--- src/sv/xhd_pkg.sv ---
// shared constants, types and state codes of the xpress huffman decompressor
`default_nettype none
package xhd_pkg;

  localparam int MAX_CHUNK    = 16384;
  localparam int CODE_BITS    = 15;
  localparam int SYMBOL_COUNT = 512;

  localparam int ADDR_W    = $clog2(MAX_CHUNK);
  localparam int CNT_W     = $clog2(MAX_CHUNK + 1);
  localparam int TBL_SIZE  = 1 << CODE_BITS;
  localparam int ENT_W     = CODE_BITS + 1;
  localparam int SYM_W     = $clog2(SYMBOL_COUNT);
  localparam int LEN_W     = 4;
  localparam int TE_W      = LEN_W + SYM_W;
  localparam int LEN_BYTES = SYMBOL_COUNT / 2;
  localparam int LB_W      = $clog2(LEN_BYTES);
  localparam int PLAIN_W   = 15;
  localparam int MLEN_W    = 17;
  localparam int OFF_W     = 16;
  localparam int WIN_W     = 32;

  localparam int HEADER_BYTES = 260;
  localparam int PLAIN_RESET  = 4096;
  localparam int LIT_SYMS     = 256;
  localparam int ESC_LEN      = 15;
  localparam int WIDE_ESC     = 255;
  localparam int MIN_WIDE_LEN = 15;
  localparam int MIN_MATCH    = 3;

  typedef enum logic {
    CMD_LOAD,
    CMD_PULL
  } cmd_kind_t;

  typedef struct packed {
    cmd_kind_t  kind;
    logic [7:0] data;
    logic       last;
  } cmd_t;

  typedef struct packed {
    logic valid;
    cmd_t cmd;
  } qhead_t;

  typedef enum logic [1:0] {
    STAT_OK      = 2'd0,
    STAT_CORRUPT = 2'd1,
    STAT_EMPTY   = 2'd2
  } status_t;

  typedef enum logic [4:0] {
    ST_IDLE,
    ST_BLD_ADDR,
    ST_BLD_NIB,
    ST_BLD_FILL,
    ST_BLD_END,
    ST_PRM_ADDR,
    ST_PRM_CAP,
    ST_PULL,
    ST_DEC_LOOK,
    ST_DEC_SYM,
    ST_CON_CHK,
    ST_CON_LO,
    ST_CON_HI,
    ST_DEC_AFTER,
    ST_EXT_CAP,
    ST_EXTW_LO,
    ST_EXTW_HI,
    ST_OFF,
    ST_RANGE,
    ST_CPY_RD,
    ST_CPY_DATA,
    ST_EMIT
  } eng_state_t;

endpackage
`default_nettype wire

--- src/sv/xhd_front.sv ---
// input front: classifies transfers, drops late loads, two-entry command queue
`default_nettype none
module xhd_front
  import xhd_pkg::*;
(
  input  wire logic       clk,
  input  wire logic       rst_n,
  input  wire logic       in_valid,
  output      logic       in_stall,
  input  wire logic       in_mode,
  input  wire logic [7:0] in_byte,
  input  wire logic       in_last,
  output      qhead_t     q_head,
  input  wire logic       q_pop
);

  cmd_t       slot_r [2];
  logic       wp_r, wp_nxt;
  logic       rp_r, rp_nxt;
  logic [1:0] cnt_r, cnt_nxt;
  logic       seen_last_r, seen_last_nxt;
  logic       acc, push, pop;
  cmd_t       cmd_in;

  assign in_stall = (cnt_r == 2'd2);
  assign acc      = in_valid && !in_stall;
  assign push     = acc && (in_mode || !seen_last_r);
  assign pop      = q_pop && (cnt_r != 2'd0);

  always_comb begin
    cmd_in.kind = in_mode ? CMD_PULL : CMD_LOAD;
    cmd_in.data = in_byte;
    cmd_in.last = in_last;
  end

  always_comb begin
    wp_nxt        = push ? ~wp_r : wp_r;
    rp_nxt        = pop ? ~rp_r : rp_r;
    cnt_nxt       = cnt_r + {1'b0, push} - {1'b0, pop};
    seen_last_nxt = seen_last_r || (acc && !in_mode && in_last);
  end

  always_ff @(posedge clk) begin
    if (!rst_n) begin
      wp_r        <= 1'b0;
      rp_r        <= 1'b0;
      cnt_r       <= 2'd0;
      seen_last_r <= 1'b0;
    end else begin
      wp_r        <= wp_nxt;
      rp_r        <= rp_nxt;
      cnt_r       <= cnt_nxt;
      seen_last_r <= seen_last_nxt;
    end
  end

  always_ff @(posedge clk) begin
    if (push) begin
      slot_r[wp_r] <= cmd_in;
    end
  end

  assign q_head.valid = (cnt_r != 2'd0);
  assign q_head.cmd   = slot_r[rp_r];

endmodule
`default_nettype wire

--- config.mk ---
export PLATFORM = sky130hd
export DESIGN_NAME = xhd_front
export DESIGN_NICKNAME = d
export VERILOG_FILES = /design/src/sv/xhd_pkg.sv /design/src/sv/xhd_front.sv
export SDC_FILE = /design/constraint.sdc
export NUM_CORES = 1
export LEC_CHECK = 0
export BUFFER_PORTS_ARGS = -buffer_cell sky130_fd_sc_hd__buf_2
export CELL_PAD_IN_SITES_DETAIL_PLACEMENT = 0
export CELL_PAD_IN_SITES_GLOBAL_PLACEMENT = 1
export CORE_ASPECT_RATIO = 0.5
export CORE_UTILIZATION = 37
export DETAILED_ROUTE_END_ITERATION = 6
export PLACE_DENSITY = 0.85
export SLEW_MARGIN = 5
export SYNTH_ARGS = -nofsm -noshare
export SYNTH_HDL_FRONTEND = slang
export SYNTH_SLANG_ARGS = --single-unit
--- constraint.sdc ---
create_clock -name clk -period 1.5 [get_ports clk]
set_input_delay 0 -clock clk [delete_from_list [all_inputs] [get_ports clk]]
set_output_delay 0 -clock clk [all_outputs]
set_load 0.03 [all_outputs]
==> impl_metrics.py <==
metrics = {
    "routing": {
        "totalWireLength_um": 1860,
        "route.detailed.drc": 0,
        "drt-vias-per-instance": 4.40,
        "routedWlPerCell_um": 12.7,
        "drtIter0Drc": 5,
        "drtPass1Iterations": 2,
        "via_count": 647,
        "drtAntennaViolNets": 0,
    },
    "worst_setup_path": {
        "required_ns": 1.70,
        "reg2reg_slack_ns": -0.05,
        "path_max_fanout": 3,
        "start_kind": "flop",
        "worstPathArrival_ns": 1.75,
        "critPathCaptureType": "flop",
        "critical_path_class": "flop to flop",
    },
    "power": {
        "p_switching_uw": 899,
        "power_frac_seq": 0.391,
        "power_mw": 2.70,
        "p_comb_frac": 0.396,
        "swShare": 0.333,
        "clockPowerShare": 0.213,
        "ir_drop_uv": 635,
        "power_leakage_nw": 0.606,
        "p_int_mw": 1.80,
        "power_density_nw_per_um2": 1820,
    },
    "place": {
        "dp_cells": 128,
        "pre_cts_ws_ns": -0.111,
        "port_buffers": 25,
        "gp_congestion": 0.661,
        "hpwlAfterDp_um": 1220,
    },
    "synthesis": {
        "yosys_register_bits": 26,
        "synthTopCellsByArea": "edfxtp_1 59%, dfxtp_1 12%, mux2_2 11%",
        "yosysSeqAreaShare": 0.714,
        "syn-cell-area_um2": 1010,
        "syn_nets": 80,
        "yosys_most_used_dff": "edfxtp_1",
        "synthArstFlopShare": 0,
        "yosys.area.top_type_share": 0.595,
        "syn_area_per_cell_um2": 15.8,
        "yosysUniqueCellTypes": 20,
        "synth_edf_count": 20,
        "yosysWarnings": 0,
        "synth_top_area_cell": "edfxtp_1",
        "synth_cells": 64,
    },
    "sta": {
        "worst_pin_slew_ns": 0.255,
        "fin_worst_skew_ns": 0.00658,
        "rsz0062_at_grt": "true",
        "setup_slack_ns": -0.0531,
        "finalSetupTns_ns": -0.0531,
        "fin_crit_ns": 1.55,
        "hold_viol": 0,
        "relSlewSlack": 0.830,
        "timing.fmax_ghz": 0.644,
        "maxSlewViolCount": 0,
        "finalCritPeriodShare": 1.04,
        "final-setup-viol-count": 1,
    },
    "floorplan": {
        "io_pins": 26,
        "core_area_um2": 2390,
        "die-area_um2": 2950,
        "initial_core_util": 0.423,
        "row_count": 12,
        "fp.dieW_um": 75.9,
        "die_h_um": 38.9,
    },
    "clock_tree": {
        "cts_root_buf": "clkbuf_8",
        "clkSlewWorstSetupHoldPaths_ns": 0.09,
        "cts.sinks": 26,
        "h-tree-depth": 1,
        "clockBufferDepth": 2,
        "cts_tree": "built",
        "clock_latency_ns": 0.27,
        "cts_inserted_buffers": 3,
    },
    "min_path": {
        "hp-class": "primary input to flop",
    },
    "global_routing": {
        "grt_max_degree": 16,
        "grt_pass1_vias": 628,
        "grt_pass1_wl_um": 2720,
        "grt_usage": 0.137,
        "grt_antenna_before_repair": 0,
        "grt_overflow_total": 0,
    },
    "finish": {
        "multiInputGateArea_um2": 320,
        "area_growth_pct": 47.2,
        "insertedDiodeCount": 0,
        "register_area_um2": 729,
        "nets": 129,
        "nFillCells": 162,
        "fin_cells": 147,
        "drive_above_1_share": 0.545,
    },
    "run_status": {
        "violations": "negative setup slack",
        "status": "complete, but fails checks",
    },
    "run": {
        "maxCapViolCount": 0,
    },
}
==> what timing repair did <==
item	4_1_cts	5_1_grt
endpoints found under the hold margin	21	0
gates resized for setup	5	3
pin swaps	6	0
hold buffers	11	0
setup endpoints to repair	1	11
setup buffers	3	1
==> worst paths after layout <==
path	start	endpoint	cells after the start
setup / recovery	cnt_r[1]$_SDFF_PN0_	cnt_r[1]$_SDFF_PN0_	7
hold / removal	in_valid	seen_last_r$_SDFF_PN0_	3
setup reg to reg	cnt_r[1]$_SDFF_PN0_	cnt_r[1]$_SDFF_PN0_	7
hold reg to reg	seen_last_r$_SDFF_PN0_	seen_last_r$_SDFF_PN0_	2
==> synthesized netlist by cell type, types with 2 or more instances <==
master,n
edfxtp_1,20
ha_1,2
dfxtp_1,6
nand2_1,2
mux2_2,10
inv_1,5
nor2_1,6
==> per-layer routing <==
metal  part of all wire  routed length [um]  global-route usage
met5                  0                   0                   0
met1               0.38                 701               0.123
met2               0.58                1090               0.299
met3              0.035                  65              0.0391
met4             0.0048                   9              0.0417
==> stage by stage <==
step | utilization | hold slack [ns] | instance area [um^2]
after floorplan | - | 0.0989 | 1040
after global placement | 0.519 | 0.189 | 1240
after detailed placement | 0.519 | 0.193 | 1240
after CTS | 0.615 | 0.0501 | 1470
after global routing | 0.623 | 0.0646 | 1490
final | 0.623 | 0.0449 | 1490
==> final cells by class <==
class                      instances  share of cell area
timing repair buffer              45               0.204
sequential                        26               0.491
clock inverter                     1              0.0202
multi-input combinational         32               0.215
inverter                           5              0.0126
tap                               35              0.0295
clock buffer                       3              0.0278
==> critical path, cell delays in order, from the launching register on <==
cell,delay [ns]
dfxtp_4,0.37
o21a_4,0.23
ha_4,0.26
inv_2,0.04
ha_4,0.16
xor2_2,0.17
and2_4,0.14
nor3_2,0.11
==> power groups by stage <==
stage                     registers [mW]  logic, mW  clock network [mW]
after floorplan                     1.00      0.686                   0
after global placement              1.04      0.877                   0
after detailed placement            1.06      0.911                   0
after CTS                           1.05       1.02               0.584
after global routing                1.07       1.15               0.612
final                               1.05       1.07               0.576
==> flip-flops by register name, indices dropped and copies added (netlist names), named ones only <==
name,cells
cnt_r,2
rp_r,1
seen_last_r,1
slot_r,20
wp_r,1
==> placed cells by master, fill, tap and decap left out, drive strengths merged <==
cell / instances
buf: 34
edfxtp: 20
dlygate4sd3: 11
mux2: 10
nor2: 6
dfxtp: 6
inv: 5
clkbuf: 3
nand2: 2
ha: 2
nand2b: 2
and2: 2
o21a: 1
nand3: 1
or2: 1
xnor2: 1
mux2i: 1
xor2: 1
nor3: 1
a41oi: 1
bufinv: 1
==> logic make-up after synthesis <==
logic type / share of synthesized area
AOI/OAI and AO/OA: 0.0174
adders and majority gates: 0.0248
and+or+nand+nor: 0.0793
xor gates and xnor gates: 0.0174
DFF: 0.714
buffers and inverters: 0.0260
muxes: 0.121
Note: power is estimated with default switching activity, not from simulation.
